**src/rtl/tdq_pkg.sv**
```systemverilog
`timescale 1ns / 1ps
`default_nettype none

package tdq_pkg;

   // field widths
   localparam int TAG_W   = 16;
   localparam int DUR_W   = 24;
   localparam int CLASS_W = 2;
   localparam int KIND_W  = 2;
   localparam int OCC_W   = 9;
   localparam int CAP_W   = 8;
   localparam int ENTRY_W = CLASS_W + DUR_W + TAG_W;

   // defaults for top level parameters
   localparam int QUEUE_DEPTH_DEF   = 256;
   localparam int OP_FIFO_DEPTH_DEF = 4;

   // capacity register reset value
   localparam logic [CAP_W-1:0] CAPACITY_RESET = 8'd200;

   // watermarks: high at count*5 >= cap*4, low at count*4 < cap
   localparam int HI_CNT_MUL = 5;
   localparam int HI_CAP_MUL = 4;
   localparam int LO_CNT_MUL = 4;

   // result kinds
   localparam logic [KIND_W-1:0] KIND_ACCEPT = 2'd0;
   localparam logic [KIND_W-1:0] KIND_DROP   = 2'd1;
   localparam logic [KIND_W-1:0] KIND_DEPART = 2'd2;
   localparam logic [KIND_W-1:0] KIND_IDLE   = 2'd3;

   // packet classes
   localparam logic [CLASS_W-1:0] CLASS_DATA   = 2'd0;
   localparam logic [CLASS_W-1:0] CLASS_ALARM  = 2'd1;
   localparam logic [CLASS_W-1:0] CLASS_RELIEF = 2'd2;

   // operations from front to back
   localparam logic [1:0] OP_DROP   = 2'd0;
   localparam logic [1:0] OP_IDLE   = 2'd1;
   localparam logic [1:0] OP_DEPART = 2'd2;
   localparam logic [1:0] OP_ARRIVE = 2'd3;

   typedef struct packed {
      logic [1:0]         op_kind;
      logic [CLASS_W-1:0] fb_class;  // feedback packet to insert, data means none
      logic               fb_plain;  // queue was empty, feedback goes to the tail
      logic               do_pop;    // server idle, arrival departs at once
      logic [TAG_W-1:0]   tag;
      logic [DUR_W-1:0]   dur;
      logic [OCC_W-1:0]   occ_a;     // occupancy for the first result
      logic [OCC_W-1:0]   occ_b;     // occupancy for a departure result
   } op_type;

endpackage

`default_nettype wire

```
**src/rtl/tdq_front.sv**
```systemverilog
`timescale 1ns / 1ps
`default_nettype none

module tdq_front
   import tdq_pkg::*;
#(
   parameter int QUEUE_DEPTH = QUEUE_DEPTH_DEF
) (
   input  wire logic             clock,
   input  wire logic             reset,
   input  wire logic             csr_write_en,
   input  wire logic [CAP_W-1:0] csr_write_data,
   input  wire logic             req_push,
   input  wire logic             req_cmd,
   input  wire logic [TAG_W-1:0] req_packet_tag,
   input  wire logic [DUR_W-1:0] req_packet_duration,
   input  wire logic             op_full,
   output logic                  op_push,
   output op_type                op_data
);

   localparam int DEPTH_W = $clog2(QUEUE_DEPTH + 1);
   localparam int CW      = ((DEPTH_W > OCC_W) ? DEPTH_W : OCC_W) + 1;

   logic [CAP_W-1:0]   capacity_ff, capacity_in;
   logic [OCC_W-1:0]   count_ff, count_in;
   logic               alarm_ff, alarm_in;
   logic               busy_ff, busy_in;

   logic               hi_mark, lo_mark, below_cap, over_store, drop;
   logic [CLASS_W-1:0] fb;
   logic [CW-1:0]      need;
   logic [OCC_W-1:0]   count_a, count_b;

   // watermark tests and the drop decision
   always_comb begin
      hi_mark   = (12'(count_ff) * 12'(HI_CNT_MUL)) >= (12'(capacity_ff) * 12'(HI_CAP_MUL));
      lo_mark   = (11'(count_ff) * 11'(LO_CNT_MUL)) < 11'(capacity_ff);
      below_cap = count_ff < OCC_W'(capacity_ff);
      fb        = CLASS_DATA;
      if (below_cap) begin
         if (!alarm_ff && hi_mark) begin
            fb = CLASS_ALARM;
         end else if (alarm_ff && lo_mark) begin
            fb = CLASS_RELIEF;
         end
      end
      need       = (fb != CLASS_DATA) ? CW'(2) : CW'(1);
      over_store = (CW'(count_ff) + need) > CW'(QUEUE_DEPTH);
      drop       = !below_cap || over_store;
      count_a    = count_ff + ((fb != CLASS_DATA) ? OCC_W'(2) : OCC_W'(1));
      count_b    = count_a - 1'b1;
   end

   // classify the item and update the counters
   always_comb begin
      op_push     = req_push && !op_full;
      capacity_in = csr_write_en ? csr_write_data : capacity_ff;
      count_in    = count_ff;
      alarm_in    = alarm_ff;
      busy_in     = busy_ff;

      op_data          = '0;
      op_data.tag      = req_packet_tag;
      op_data.dur      = req_packet_duration;
      op_data.occ_a    = count_ff;
      op_data.occ_b    = count_ff;
      op_data.op_kind  = OP_DROP;

      if (req_cmd) begin
         // service done tick
         if (count_ff != '0) begin
            op_data.op_kind = OP_DEPART;
            op_data.occ_a   = count_ff - 1'b1;
            op_data.occ_b   = count_ff - 1'b1;
            count_in        = count_ff - 1'b1;
            busy_in         = 1'b1;
         end else begin
            op_data.op_kind = OP_IDLE;
            busy_in         = 1'b0;
         end
      end else if (!drop) begin
         // arrival that fits
         op_data.op_kind  = OP_ARRIVE;
         op_data.fb_class = fb;
         op_data.fb_plain = (count_ff == '0);
         op_data.do_pop   = !busy_ff;
         op_data.occ_a    = count_a;
         op_data.occ_b    = count_b;
         if (fb != CLASS_DATA) begin
            alarm_in = (fb == CLASS_ALARM);
         end
         count_in = busy_ff ? count_a : count_b;
         busy_in  = 1'b1;
      end

      if (!op_push) begin
         count_in = count_ff;
         alarm_in = alarm_ff;
         busy_in  = busy_ff;
      end
   end

   always_ff @(posedge clock) begin
      if (reset) begin
         capacity_ff <= CAPACITY_RESET;
         count_ff    <= '0;
         alarm_ff    <= 1'b0;
         busy_ff     <= 1'b0;
      end else begin
         capacity_ff <= capacity_in;
         count_ff    <= count_in;
         alarm_ff    <= alarm_in;
         busy_ff     <= busy_in;
      end
   end

endmodule

`default_nettype wire

```
**config.mk**
```make
export PLATFORM = sky130hd
export DESIGN_NAME = tdq_front
export DESIGN_NICKNAME = d
export VERILOG_FILES = /design/src/rtl/tdq_pkg.sv /design/src/rtl/tdq_front.sv
export SDC_FILE = /design/constraint.sdc
export NUM_CORES = 1
export LEC_CHECK = 0
export BUFFER_PORTS_ARGS = -buffer_cell sky130_fd_sc_hd__buf_4
export CAP_MARGIN = 10
export CORE_ASPECT_RATIO = 1.2
export CORE_UTILIZATION = 50
export DETAILED_ROUTE_END_ITERATION = 8
export PLACE_DENSITY_LB_ADDON = 0.1
export SETUP_SLACK_MARGIN = 0.05
export SYNTH_ARGS = -nofsm -noshare
export SYNTH_HDL_FRONTEND = slang
export SYNTH_SLANG_ARGS = --single-unit
```
**constraint.sdc**
```tcl
create_clock -name clock -period 6.9 [get_ports clock]
set_clock_uncertainty 0.1 [all_clocks]
set_input_delay 1.38 -clock clock [delete_from_list [all_inputs] [get_ports clock]]
set_output_delay 1.38 -clock clock [all_outputs]
set_load 0.02 [all_outputs]
```
==> results.tsv <==
stage	metric	value	unit
clock_network	clk_pin_slew	0.08	ns
layout	synthToLayoutAreaGrowth	9.41	%
run_status	status	finished clean	
sta	holdWs	0.398	ns
critical_path	endpoint_kind	output port	
run	max-cap-violations	0	
critical_path	r2r_end	count_ff[4]	
synthesis	yosysMostFrequentCell	buf_4	
global_routing	grt_pass1_vias	2612	
synthesis	yosysTopAreaCellShare	0.169	
floorplanning	fp-row-count	30	
synthesis	synth-warning-count	0	
pwr	power.density	396	nW/um^2
floorplanning	die_h	87.3	um
synthesis	synth.cell_area	3030	sq um
place	numPortBuffers	38	
clock_network	cts_hold_buf	0	
routing	vias	2766	
global_routing	grt_usage	0.268	
sta	relSlewSlack	0.400	
layout	final_core_util	0.578	
synthesis	seq_area_frac_synth	0.125	
routing	first_iter_violations	108	
sta	rsz0062_at_grt	no	
place	gp_congestion	1.01	
clock_network	cts.sinks	19	
sta	worstMarginPinSlew	0.888	ns
global_routing	grt_pass1_wl	13.1	mm
layout	antenna_cells	0	
sta	slew_violations	0	
layout	stdcell_count	480	
critical_path	arrival	5.18	ns
critical_path	worstPathBufferInverterCount	3	
place	dp_hpwl	6.53	mm
synthesis	yosys_most_used_dff	dfxtp_1	
place	pre_cts_ws	0.152	ns
routing	wire_per_inst	17.3	um
critical_path	worstPathMaxFanout	6	
critical_path	path_cells	ha_1 -> ha_1 -> inv_1 -> fa_2 -> nand2b_1 -> a21oi_2 -> a21o_1 -> a21oi_1 -> xnor2_1 -> ha_1 -> nand2_1 -> a21oi_2 -> a211oi_2 -> or2_4 -> a21o_1 -> ha_4 -> fa_2 -> inv_1 -> ha_2 -> a41o_4 -> and2_4 -> a22oi_1 -> xnor2_1 -> buf_4	
pwr	total_power	1.31	mW
min_path	holdPathStages	2	
min_path	worstHoldPathType	flip-flop to flip-flop	
floorplanning	dieArea	6380	sq um
critical_path	start_kind	flip-flop	
clock_network	tritoncts	done	
synthesis	synthCells	399	
place	numPlacedInstances	475	
clock_network	h-tree-depth	1	
synthesis	synth_edf_count	0	
routing	met2WireLength	4.17	mm
routing	wl_met3	279	um
synthesis	netlist_top_cells_count	buf_4, ha_1, nand2_1, nor2_1, a21oi_1	
critical_path	criticalPathCategory	flip-flop to output port	
global_routing	grt_overflow	0	
floorplanning	start_util	0.528	
pwr	p_leak	1.51	nW
routing	routed_wl	8.30	mm
critical_path	cpPeakStageDelay	0.58	ns
synthesis	synth.avg_cell_area	7.60	sq um
layout	num-nets-final	498	
floorplanning	core	5740	sq um
place	placed_area	3150	sq um
sta	finalSetupViolations	0	
global_routing	grt_max_degree	21	
sta	hold_viol	0	
sta	fin_ws	0.243	ns
routing	vias_per_cell	5.76	
critical_path	rr_worst_depth	24	
critical_path	cpLargestDelayFamily	adder cells	
routing	firstDrtPassIters	5	
clock_network	clock-root-buffer	clkbuf_8	
sta	post-route-min-period	6.66	ns
clock_network	cts_made_buffers	3	
synthesis	syn_nets	496	
synthesis	synth.area.top_cells	ha_1, dfxtp_1, buf_4, xnor2_1, nand2_1	
critical_path	critPathRequiredTime	5.42	ns
routing	wl_met1	3.63	mm
critical_path	cpMostUsedCell	ha_1	
layout	drive_gt1_frac	0.233	
pwr	peakVddDrop	0.224	mV
critical_path	cpMaxStageDelayCell	fa_2	
synthesis	synth_cell_types	58	
synthesis	yosys.area.top_type	ha_1	
min_path	worstHoldEndpoint	capacity_ff[4]	
layout	fin_area	3320	sq um
routing	dr.max_layer_used	met4	
routing	drcViolationCount	0	
floorplanning	die_w	73.1	um
sta	post-route-period-util	0.965	
synthesis	async_reset_ff_frac	0	
sta	fin_setup_tns	0	ns
routing	antenna_left	0	
clock_network	clk_latency	0.26	ns
sta	fmax	150	MHz
synthesis	synth_seq_cells	19	
critical_path	regToRegStartpoint	count_ff[3]	
global_routing	antenna_found_initial	0	
critical_path	reg2reg_slack	1.17	ns
clock_network	clock_path_buffers	2	
min_path	hp-start	capacity_ff[4]	
floorplanning	ioPinCount	119	
## state kept, by name, indices dropped and copies added, names as in the netlist
register	count
alarm_ff	1
count_ff	9
capacity_ff	8
busy_ff	1
## metal layers
layer / global-route usage / up-vias
met2: 0.480 / 69
met3: 0.0289 / 18
met5: 0 / -
met4: 0.112 / 0
li1: - / 1391
met1: 0.321 / 1288
## what timing repair did
action	4_1_cts	5_1_grt
buffers inserted	0	1
pin swaps	0	6
setup endpoints to repair	20	19
resized for setup	12	14
## layout by cell type (no fill, tap or decap), drive strengths merged, types with 3 or more instances in the layout
cell type / count
nand2: 37
ha: 41
o21a: 5
nand4: 8
xnor2: 22
dfxtp: 19
o31ai: 4
nor2: 30
mux2i: 8
o21ai: 16
a22oi: 4
and4: 3
nor2b: 5
nand3: 14
xor2: 7
nor3: 7
inv: 21
o22ai: 4
buf: 57
a211oi: 3
a21o: 5
a41oi: 3
clkbuf: 3
o211ai: 6
or3: 3
a31oi: 3
a21oi: 29
## cell families (layout without fill, tap and decap cells)
group,count (synthesis),count (layout),share of synthesized area
muxes,10,10,0.0338
and+or+nand+nor,117,117,0.189
DFF,19,19,0.125
xor gates and xnor gates,29,29,0.0838
adders and majority gates,43,43,0.182
AOI/OAI and AO/OA,99,99,0.226
buffers and inverters,82,83,0.160
## power by group
group          total, mW  leakage [nW]  switching, mW  internal [mW]
clock             0.0812        0.0217         0.0404         0.0408
combinational       1.09          1.33          0.637          0.452
sequential         0.142         0.156         0.0166          0.126
## worst reg2reg max path, cell delays in order (launching register included)
cell and delay, ns:
dfxtp_1 0.33, ha_1 0.27, ha_1 0.17, inv_1 0.06, fa_2 0.34, nand2b_1 0.16
a21oi_2 0.16, a21o_1 0.13, a21oi_1 0.07, xnor2_1 0.13, ha_1 0.29, a211o_1 0.28
a211oi_2 0.25, or2_4 0.18, a21o_1 0.14, ha_4 0.17, fa_2 0.44, inv_1 0.11
ha_1 0.37, nor2b_1 0.57, mux2i_1 0.14, o21ai_0 0.16, o21ai_0 0.15, or4_1 0.42
nand2_1 0.07
## how the worst max path moves through the flow
stage                           start     endpoint  slack, ns  cells past startpoint
after CTS                 count_ff[1]  op_data[13]       0.06                     24
after global routing      count_ff[1]  op_data[13]       0.07                     24
after floorplan           count_ff[3]  op_data[14]       0.16                     22
after global placement    count_ff[1]   op_data[9]       0.22                     23
after detailed placement  count_ff[1]   op_data[0]       0.15                     24
final                     count_ff[3]  op_data[11]       0.24                     24
## area by class of cell
class	instances	area (sq um)
fill	562	2430
multi-input combinational	298	2270
timing repair buffer	57	432
sequential	19	382
tap	80	100
inverter	22	82.6
clock buffer	3	41.3
clock inverter	1	7.51
Power figures use the tool's default switching activity.
