<file path="src/rtl/tdq_op_fifo.sv">
`timescale 1ns / 1ps
`default_nettype none

module tdq_op_fifo #(
   parameter int WIDTH = 8,
   parameter int DEPTH = 4
) (
   input  wire logic             clock,
   input  wire logic             reset,
   input  wire logic             push,
   input  wire logic [WIDTH-1:0] push_data,
   output logic                  full,
   input  wire logic             pop,
   output logic      [WIDTH-1:0] pop_data,
   output logic                  empty
);

   localparam int PW = (DEPTH > 1) ? $clog2(DEPTH) : 1;
   localparam int CW = $clog2(DEPTH + 1);

   logic [WIDTH-1:0] mem_ff [DEPTH];
   logic [PW-1:0]    wr_ptr_ff, wr_ptr_in;
   logic [PW-1:0]    rd_ptr_ff, rd_ptr_in;
   logic [CW-1:0]    count_ff, count_in;
   logic             do_push, do_pop;

   assign full     = (count_ff == CW'(DEPTH));
   assign empty    = (count_ff == '0);
   assign pop_data = mem_ff[rd_ptr_ff];

   // pointer and fill count update
   always_comb begin
      do_push   = push && !full;
      do_pop    = pop && !empty;
      wr_ptr_in = wr_ptr_ff;
      rd_ptr_in = rd_ptr_ff;
      count_in  = count_ff;
      if (do_push) begin
         wr_ptr_in = (wr_ptr_ff == PW'(DEPTH - 1)) ? '0 : wr_ptr_ff + 1'b1;
      end
      if (do_pop) begin
         rd_ptr_in = (rd_ptr_ff == PW'(DEPTH - 1)) ? '0 : rd_ptr_ff + 1'b1;
      end
      if (do_push && !do_pop) begin
         count_in = count_ff + 1'b1;
      end else if (do_pop && !do_push) begin
         count_in = count_ff - 1'b1;
      end
   end

   always_ff @(posedge clock) begin
      if (reset) begin
         wr_ptr_ff <= '0;
         rd_ptr_ff <= '0;
         count_ff  <= '0;
      end else begin
         wr_ptr_ff <= wr_ptr_in;
         rd_ptr_ff <= rd_ptr_in;
         count_ff  <= count_in;
      end
   end

   // storage
   always_ff @(posedge clock) begin
      if (do_push) begin
         mem_ff[wr_ptr_ff] <= push_data;
      end
   end

endmodule

`default_nettype wire

</file>
<file path="config.mk">
export PLATFORM = sky130hd
export DESIGN_NAME = tdq_op_fifo
export DESIGN_NICKNAME = d
export VERILOG_FILES = /design/src/rtl/tdq_op_fifo.sv
export SDC_FILE = /design/constraint.sdc
export NUM_CORES = 1
export LEC_CHECK = 0
export ABC_AREA = 1
export BUFFER_PORTS_ARGS = -buffer_cell sky130_fd_sc_hd__buf_2
export CAP_MARGIN = 15
export CORE_MARGIN = 2
export CORE_UTILIZATION = 30
export CTS_CLUSTER_SIZE = 10
export DETAILED_ROUTE_END_ITERATION = 6
export PLACE_DENSITY = 0.57
export SLEW_MARGIN = 20
export SYNTH_ARGS = -nofsm -noshare
export SYNTH_HDL_FRONTEND = slang
export SYNTH_SLANG_ARGS = --single-unit
</file>
<file path="constraint.sdc">
create_clock -name clock -period 2.5 [get_ports clock]
set_input_delay 0.5 -clock clock [delete_from_list [all_inputs] [get_ports clock]]
set_output_delay 0.5 -clock clock [all_outputs]
set_load 0.05 [all_outputs]
</file>
==> summary.txt, run 1 <==
Run status
  • Status: completed

STA
  • Setup TNS: 0 ns
  • Final min period: 2.12 ns
  • Worst Skew: 0.00380 ns
  • Rel. slew slack: between 70% and 80%
  • Final Setup Violations: 0
  • Worst-margin pin slew: 0.333 ns
  • Period utilisation layout: 84.7%
  • Max Slew Vio Count: 0
  • Final Hold Vio Count: 0
  • Max Fclk: 0.472 GHz
  • RSZ-0062 raised after global routing: false

Pwr
  • Switching power total: around 970 uW
  • Switching Fraction: 41.0%
  • VDD IR max: 582 uV
  • Logic pwr share: 38.6%
  • Power per cell area: 1160 nW/um^2
  • P_int: ~1400 uW
  • P_leak: around 0.00081 uW
  • Seq pwr share: 39.0%
  • Clock share of power: 22.4%

Final layout
  • Fin util: 36.9%
  • Fin nets: 197
  • Area grow syn2layout: 19.2%
  • Antenna cells: 0
  • Share of cells above drive strength 1: 21.8%

Synthesis
  • Share of the synthesized area in the top cell type: between 50% and 60%
  • Top FF cell, synth: edfxtp_1
  • Register area share after synthesis: 67.3%
  • Most common cell in the netlist: nor2_1
  • EDFF count, synth: 32
  • Synth Warn #: 0
  • Biggest area consumer among synthesized cells: edfxtp_1
  • Synth cell count leaders: 33 x nor2_1, 32 x edfxtp_1, 17 x inv_1, 13 x nand2_1, 13 x o21ai_0
  • Average instance area after synthesis: about 12 um^2
  • Async SR Flop Fraction: 0%
  • Syn nets: 166
  • Synth area leaders: edfxtp_1 57%, dfxtp_1 11%, nor2_1 7.3%
  • Mapped cell area: 1700 um^2
  • Yosys reg bits: 41
  • Synthesized instance count: about 150
  • Synth cell types: 19

Worst hold path
  • Critical hold path startpoint: reset
  • Hold Path Class: in2reg
  • Hold depth: 2
  • Hold Path End: count_ff[0]

Worst setup path
  • Reg2reg path depth: 13
  • CP peak stage delay: slightly above 0.4 ns
  • Startpoint type of the worst setup path: flip-flop
  • Max FO, Critical Path: 9
  • Arr. time, crit path: 1.62 ns
  • CP cell instances: inv_1 -> o21ai_0 -> o22ai_1 -> buf_2
  • Worst reg-to-reg setup slack: 0.68 ns
  • Critical path class: reg2out
  • Worst R2R End: count_ff[2]
  • Slowest stage cell on the critical path: dfxtp_1
  • CP Capture Type: primary output
  • R2R Path Start: count_ff[0]
  • Worst Path Required: 2.00 ns

CTS
  • Clk_lat worst skew: between 0.2 and 0.3 ns
  • CTS Root Cell: clkbuf_8
  • CTS tree: done
  • Max Buffers Root-to-Sink: 2
  • Setup Buffers After CTS: 0
  • Hold Buf Count CTS: 0
  • Worst-path clk slew: 0.08 ns
  • Post-cts gate resize count: 0
  • H-tree depth: 2
  • CTS Sinks: 41
  • Inserted Clock Buffers: 5

Detailed routing
  • Avg WL per Cell: 11.6 um
  • Routed WL: 2920 um
  • Post-DRT Antenna Nets: 0
  • Vias: 1075
  • 1st-iter DRT viols: 70
  • DRT Pass-1 Iters: 4
  • Post-DR vias/cell: between 4 and 5
  • # DRC: 0

Placed design
  • Detail Placement HPWL: about 2000 um
  • # port buffers: 21
  • Placer congestion estimate: 0.694

Die
  • Die ar.: 6270 um^2
  • # rows: 27
  • I/O Pins: 22
  • Initial core utilization: 31.0%
  • Die width: slightly below 80 um
  • Core area: roughly 5500 um^2
  • Die height: a little under 80 um

Global routing
  • Global-route wire length before repair: 4870 um
  • Congestion Overflow GR: 0
  • Largest net degree at the start of global routing: 17
  • GRT Total Usage: a little over a tenth
  • Vias in the first global route: a little over 1000
  • Initial antenna violation count: 0

Job
  • # Max-Cap Violations: 0
flip-flops by register name, indices dropped and copies added (netlist names), named ones only:
signal	cells
rd_ptr_ff	2
mem_ff	32
count_ff	3
wr_ptr_ff	2
cell type report:
| type | instances | area, um^2 |
|---|---|---|
| fillers | 556 | 3450 |
| flip-flops and latches | 41 | 1140 |
| multi-input cells | 86 | 465 |
| repair buffers | 26 | 143 |
| well taps | 72 | 90.1 |
| clock buffers | 5 | 68.8 |
| inverters | 18 | 67.6 |
| clock inverters | 3 | 46.3 |
placed cells by master (no fill, tap or decap):
cell | synthesis | final
nand3b_1 | 2 | 2
nor2_1 | 33 | 33
xor2_1 | 1 | 1
a21oi_1 | 2 | 2
buf_4 | 0 | 5
edfxtp_1 | 32 | 32
inv_2 | 1 | 1
dfxtp_1 | 9 | 9
clkinv_4 | 0 | 1
clkbuf_8 | 0 | 5
o21ai_2 | 3 | 3
o22ai_1 | 8 | 8
o21ai_0 | 13 | 13
buf_2 | 0 | 21
nand4_1 | 1 | 1
nand2_2 | 1 | 1
inv_1 | 17 | 17
nand3_1 | 1 | 1
ha_1 | 6 | 6
clkinvlp_4 | 0 | 1
fa_1 | 1 | 1
bufinv_16 | 0 | 1
nand2_1 | 13 | 13
o21ai_1 | 1 | 1
critical path, delay by kind of cell, from the launching register on:
kind	cells	cell delay (ns)
flops	1	0.41
buf+inv	2	0.60
compound gates	2	0.32
metal layers:
layer,vias up,track usage [%],wire length [um]
met5,-,0,0
met4,0,3.62,35
met3,4,4.43,207
met2,23,16.9,1360
met1,486,12.8,1320
li1,562,-,-
power groups by stage:
| stage | logic (uW) | clock network [uW] | registers [uW] |
|---|---|---|---|
| global route | 1010 | 575 | 934 |
| CTS | 919 | 542 | 921 |
| finish | 909 | 528 | 918 |
| floorplan | 732 | 0 | 913 |
| global placement | 913 | 0 | 934 |
| detailed placement | 917 | 0 | 936 |
stage by stage:
stage	hold slack [ns]	setup slack, ns	cells	power [uW]	cell area [um^2]
CTS	0.365	0.367	251	2380	2020
global route	0.366	0.249	251	2520	2020
detailed placement	0.516	0.686	243	1850	1910
finish	0.370	0.383	251	2360	2020
floorplan	0.483	0.594	147	1640	1700
global placement	0.518	0.701	243	1850	1910
worst max-delay path by stage:
stage               from           to  slack (ns)
5_1_grt        flip-flop  pop_data[4]        0.25
3_5_place_dp        push  count_ff[1]        0.69
2_1_floorplan  flip-flop  pop_data[6]        0.59
3_3_place_gp   flip-flop  pop_data[0]        0.70
4_1_cts        flip-flop  pop_data[0]        0.37
6_report       flip-flop  pop_data[0]        0.38
logic make-up after synthesis:
family / synth area share, %
flops: 67.3
xor+xnor: 0.516
simple gates: 12.1
fa+ha+maj: 5.60
compound gates: 9.22
buf+inv: 5.31
Power figures use the tool's default switching activity.
==> run 2, diff against run 1 <==
clock period = 2.1 ns   (was 2.5 ns; I/O delays follow)
==> summary.txt, run 2 (synthesis gave the netlist of run 1 again) <==
Pwr
  • P_leak: 0.000805 uW (-1.1%)
  • Seq pwr share: 41.2% (+2.2 points)
  • Switching power total: 1160 uW (+20%)
  • Tot Pwr: 2690 uW (+14%)
  • Power per cell area: 1350 nW/um^2 (+16%)
  • P_int: 1530 uW (+10%)
  • Clock share of power: 18.4% (-4.0 points)
  • VDD IR max: 761 uV (+31%)
  • Switching Fraction: 43.0% (+2.0 points)
  • Logic pwr share: 40.4% (+1.8 points)

Worst setup path
  • Max FO, Critical Path: 16 (+7)
  • CP Capture Type: primary output
  • Arr. time, crit path: 1.54 ns (-0.08 ns)
  • Critical path class: reg2out
  • Startpoint type of the worst setup path: flip-flop
  • Worst Path Required: 1.68 ns (-0.32 ns)

STA
  • Worst Skew: 0.00662 ns (+0.00282 ns)
  • Final Hold Vio Count: 0 (unchanged)
  • Setup TNS: 0 ns (unchanged)
  • Post-route setup slack: 0.143 ns (-0.239 ns)
  • Rel. slew slack: 74.9% (-2.9 points)
  • RSZ-0062 raised after global routing: false
  • Max Fclk: 0.511 GHz
  • Worst-margin pin slew: 0.376 ns (+0.0436 ns)
  • Hold Worst Slack: 0.297 ns (-0.0738 ns)
  • Max Slew Vio Count: 0 (unchanged)
  • Final min period: between 1.5 and 2 ns
  • Period utilisation layout: 93.2%
  • Final Setup Violations: 0 (unchanged)

Final layout
  • Most common cell after layout, fill and taps aside: nor2_1
  • Commonest cells after routing, fill and taps aside: 33 x nor2_1, 32 x edfxtp_1, 21 x buf_2, 16 x inv_1
  • Final standard cell area without fillers: 1990 um^2 (-1.4%)
  • Max reg flops: 32 (unchanged)
  • Largest Register: mem_ff
  • Area grow syn2layout: 17.6%
  • Top Registers: mem_ff: 32 flops, count_ff: 3 flops
  • Antenna cells: 0 (unchanged)
  • Fin nets: 197 (unchanged)
  • Share of cells above drive strength 1: 22.3% (+0.56 points)

CTS
  • H-tree depth: 2 (unchanged)
  • Worst-path clk slew: 0.08 ns (about the same)
  • Clk_lat worst skew: 0.29 ns (about the same)
  • CTS Sinks: 41 (unchanged)
  • CTS Root Cell: clkbuf_8
  • CTS tree: done
  • Inserted Clock Buffers: 5 (unchanged)
  • Max Buffers Root-to-Sink: 2 (unchanged)

Detailed routing
  • DRT Pass-1 Iters: 4 (unchanged)
  • Post-DRT Antenna Nets: 0 (unchanged)
  • Post-DR vias/cell: 4.30 (+0.47%)
  • Avg WL per Cell: 12.1 um (+3.8%)
  • Routed WL: 3030 um (+3.8%)
  • 1st-iter DRT viols: 48 (-31%)
  • # DRC: 0 (unchanged)
  • Vias: 1080 (+0.47%)

Die
  • # rows: 27 (unchanged)
  • Core area: 5470 um^2 (unchanged)
  • Initial core utilization: 31.0% (unchanged)
  • I/O Pins: 22 (unchanged)
  • Die height: 79.2 um (unchanged)
  • Die width: 79.2 um (unchanged)
  • Die ar.: 6270 um^2 (unchanged)

Global routing
  • Met1 Resource Use GR: 13.0% (+0.22 points)
  • Initial antenna violation count: 0 (unchanged)
  • Grt met2 use: 16.5% (-0.42 points)
  • Met3 global-route usage: 3.64% (-0.80 points)
  • Vias in the first global route: 1046 (+2.1%)
  • Congestion Overflow GR: 0 (unchanged)
  • GR peak layer: met2
  • Global-route wire length before repair: 4850 um (-0.43%)
  • Largest net degree at the start of global routing: 17 (unchanged)
  • GRT Total Usage: 10.4% (-0.15 points)

Worst hold path
  • Hold Path Class: in2reg

Placed design
  • # port buffers: 21 (unchanged)
  • Placement Cell Area: 1910 um^2 (unchanged)
  • Setup WS pre-CTS: 0.259 ns (-0.427 ns)
  • Detail Placement HPWL: 2040 um (+1.7%)
  • Placer congestion estimate: 0.687 (-1.0%)

Job
  • # Max-Cap Violations: 0 (unchanged)

Run status
  • Status: completed
run 2: cell types whose count changed in the layout (fill, tap and decap cells not counted), sizes merged:
| cell | previous run | this run |
|---|---|---|
| clkinvlp | 1 | 0 |
| bufinv | 1 | 0 |
| clkinv | 1 | 3 |
run 2: timing repair:
action / 4_1_cts / 5_1_grt
resized for setup: 1 / 1
hold buffers: 0 / 0
setup endpoints to repair: 6 / 3
setup buffers: 0 / 0
endpoints found under the hold margin: 0 / 0
run 2: through the flow:
| stage | cells | utilization (%) |
|---|---|---|
| CTS | 251 | 36.4 |
| finish | 251 | 36.4 |
| global placement | 243 | 34.8 |
| global route | 251 | 36.4 |
| floorplan | 147 | - |
| detailed placement | 243 | 34.8 |
run 2: layout make-up:
type | count | area (um^2)
sequential | 41 | 1140
clock buffer | 5 | 68.8
timing repair buffer | 26 | 143
multi-input combinational | 86 | 465
clock inverter | 3 | 17.5
tap | 72 | 90.1
inverter | 18 | 67.6
fill | 577 | 3480
run 2: final timing paths:
check | startpoint | end | slack, ns | depth (start not counted)
max | flip-flop | pop_data[7] | 0.14 | 4
min | reset | count_ff[0] | 0.30 | 2
max reg2reg | count_ff[1] | count_ff[1] | 0.28 | 9
min reg2reg | count_ff[1] | count_ff[1] | 0.54 | 2
run 2: critical path, cell delays in order, from the launching register on:
cell     delay, ns
dfxtp_2       0.40
inv_2         0.27
o21ai_0       0.14
o22ai_1       0.15
buf_2         0.29
run 2: metal layers:
| metal | part of all wire (%) | up-vias |
|---|---|---|
| met5 | 0 | - |
| met4 | 1.5 | 0 |
| met3 | 5.4 | 7 |
| met2 | 46 | 22 |
| met1 | 47 | 487 |
| li1 | - | 564 |
run 2: power groups by stage:
stage	clock network (uW)	registers, uW	logic (uW)
2_1_floorplan	0	1090	872
3_3_place_gp	0	1120	1090
3_5_place_dp	0	1120	1090
4_1_cts	513	1110	1100
5_1_grt	540	1130	1200
6_report	495	1110	1090
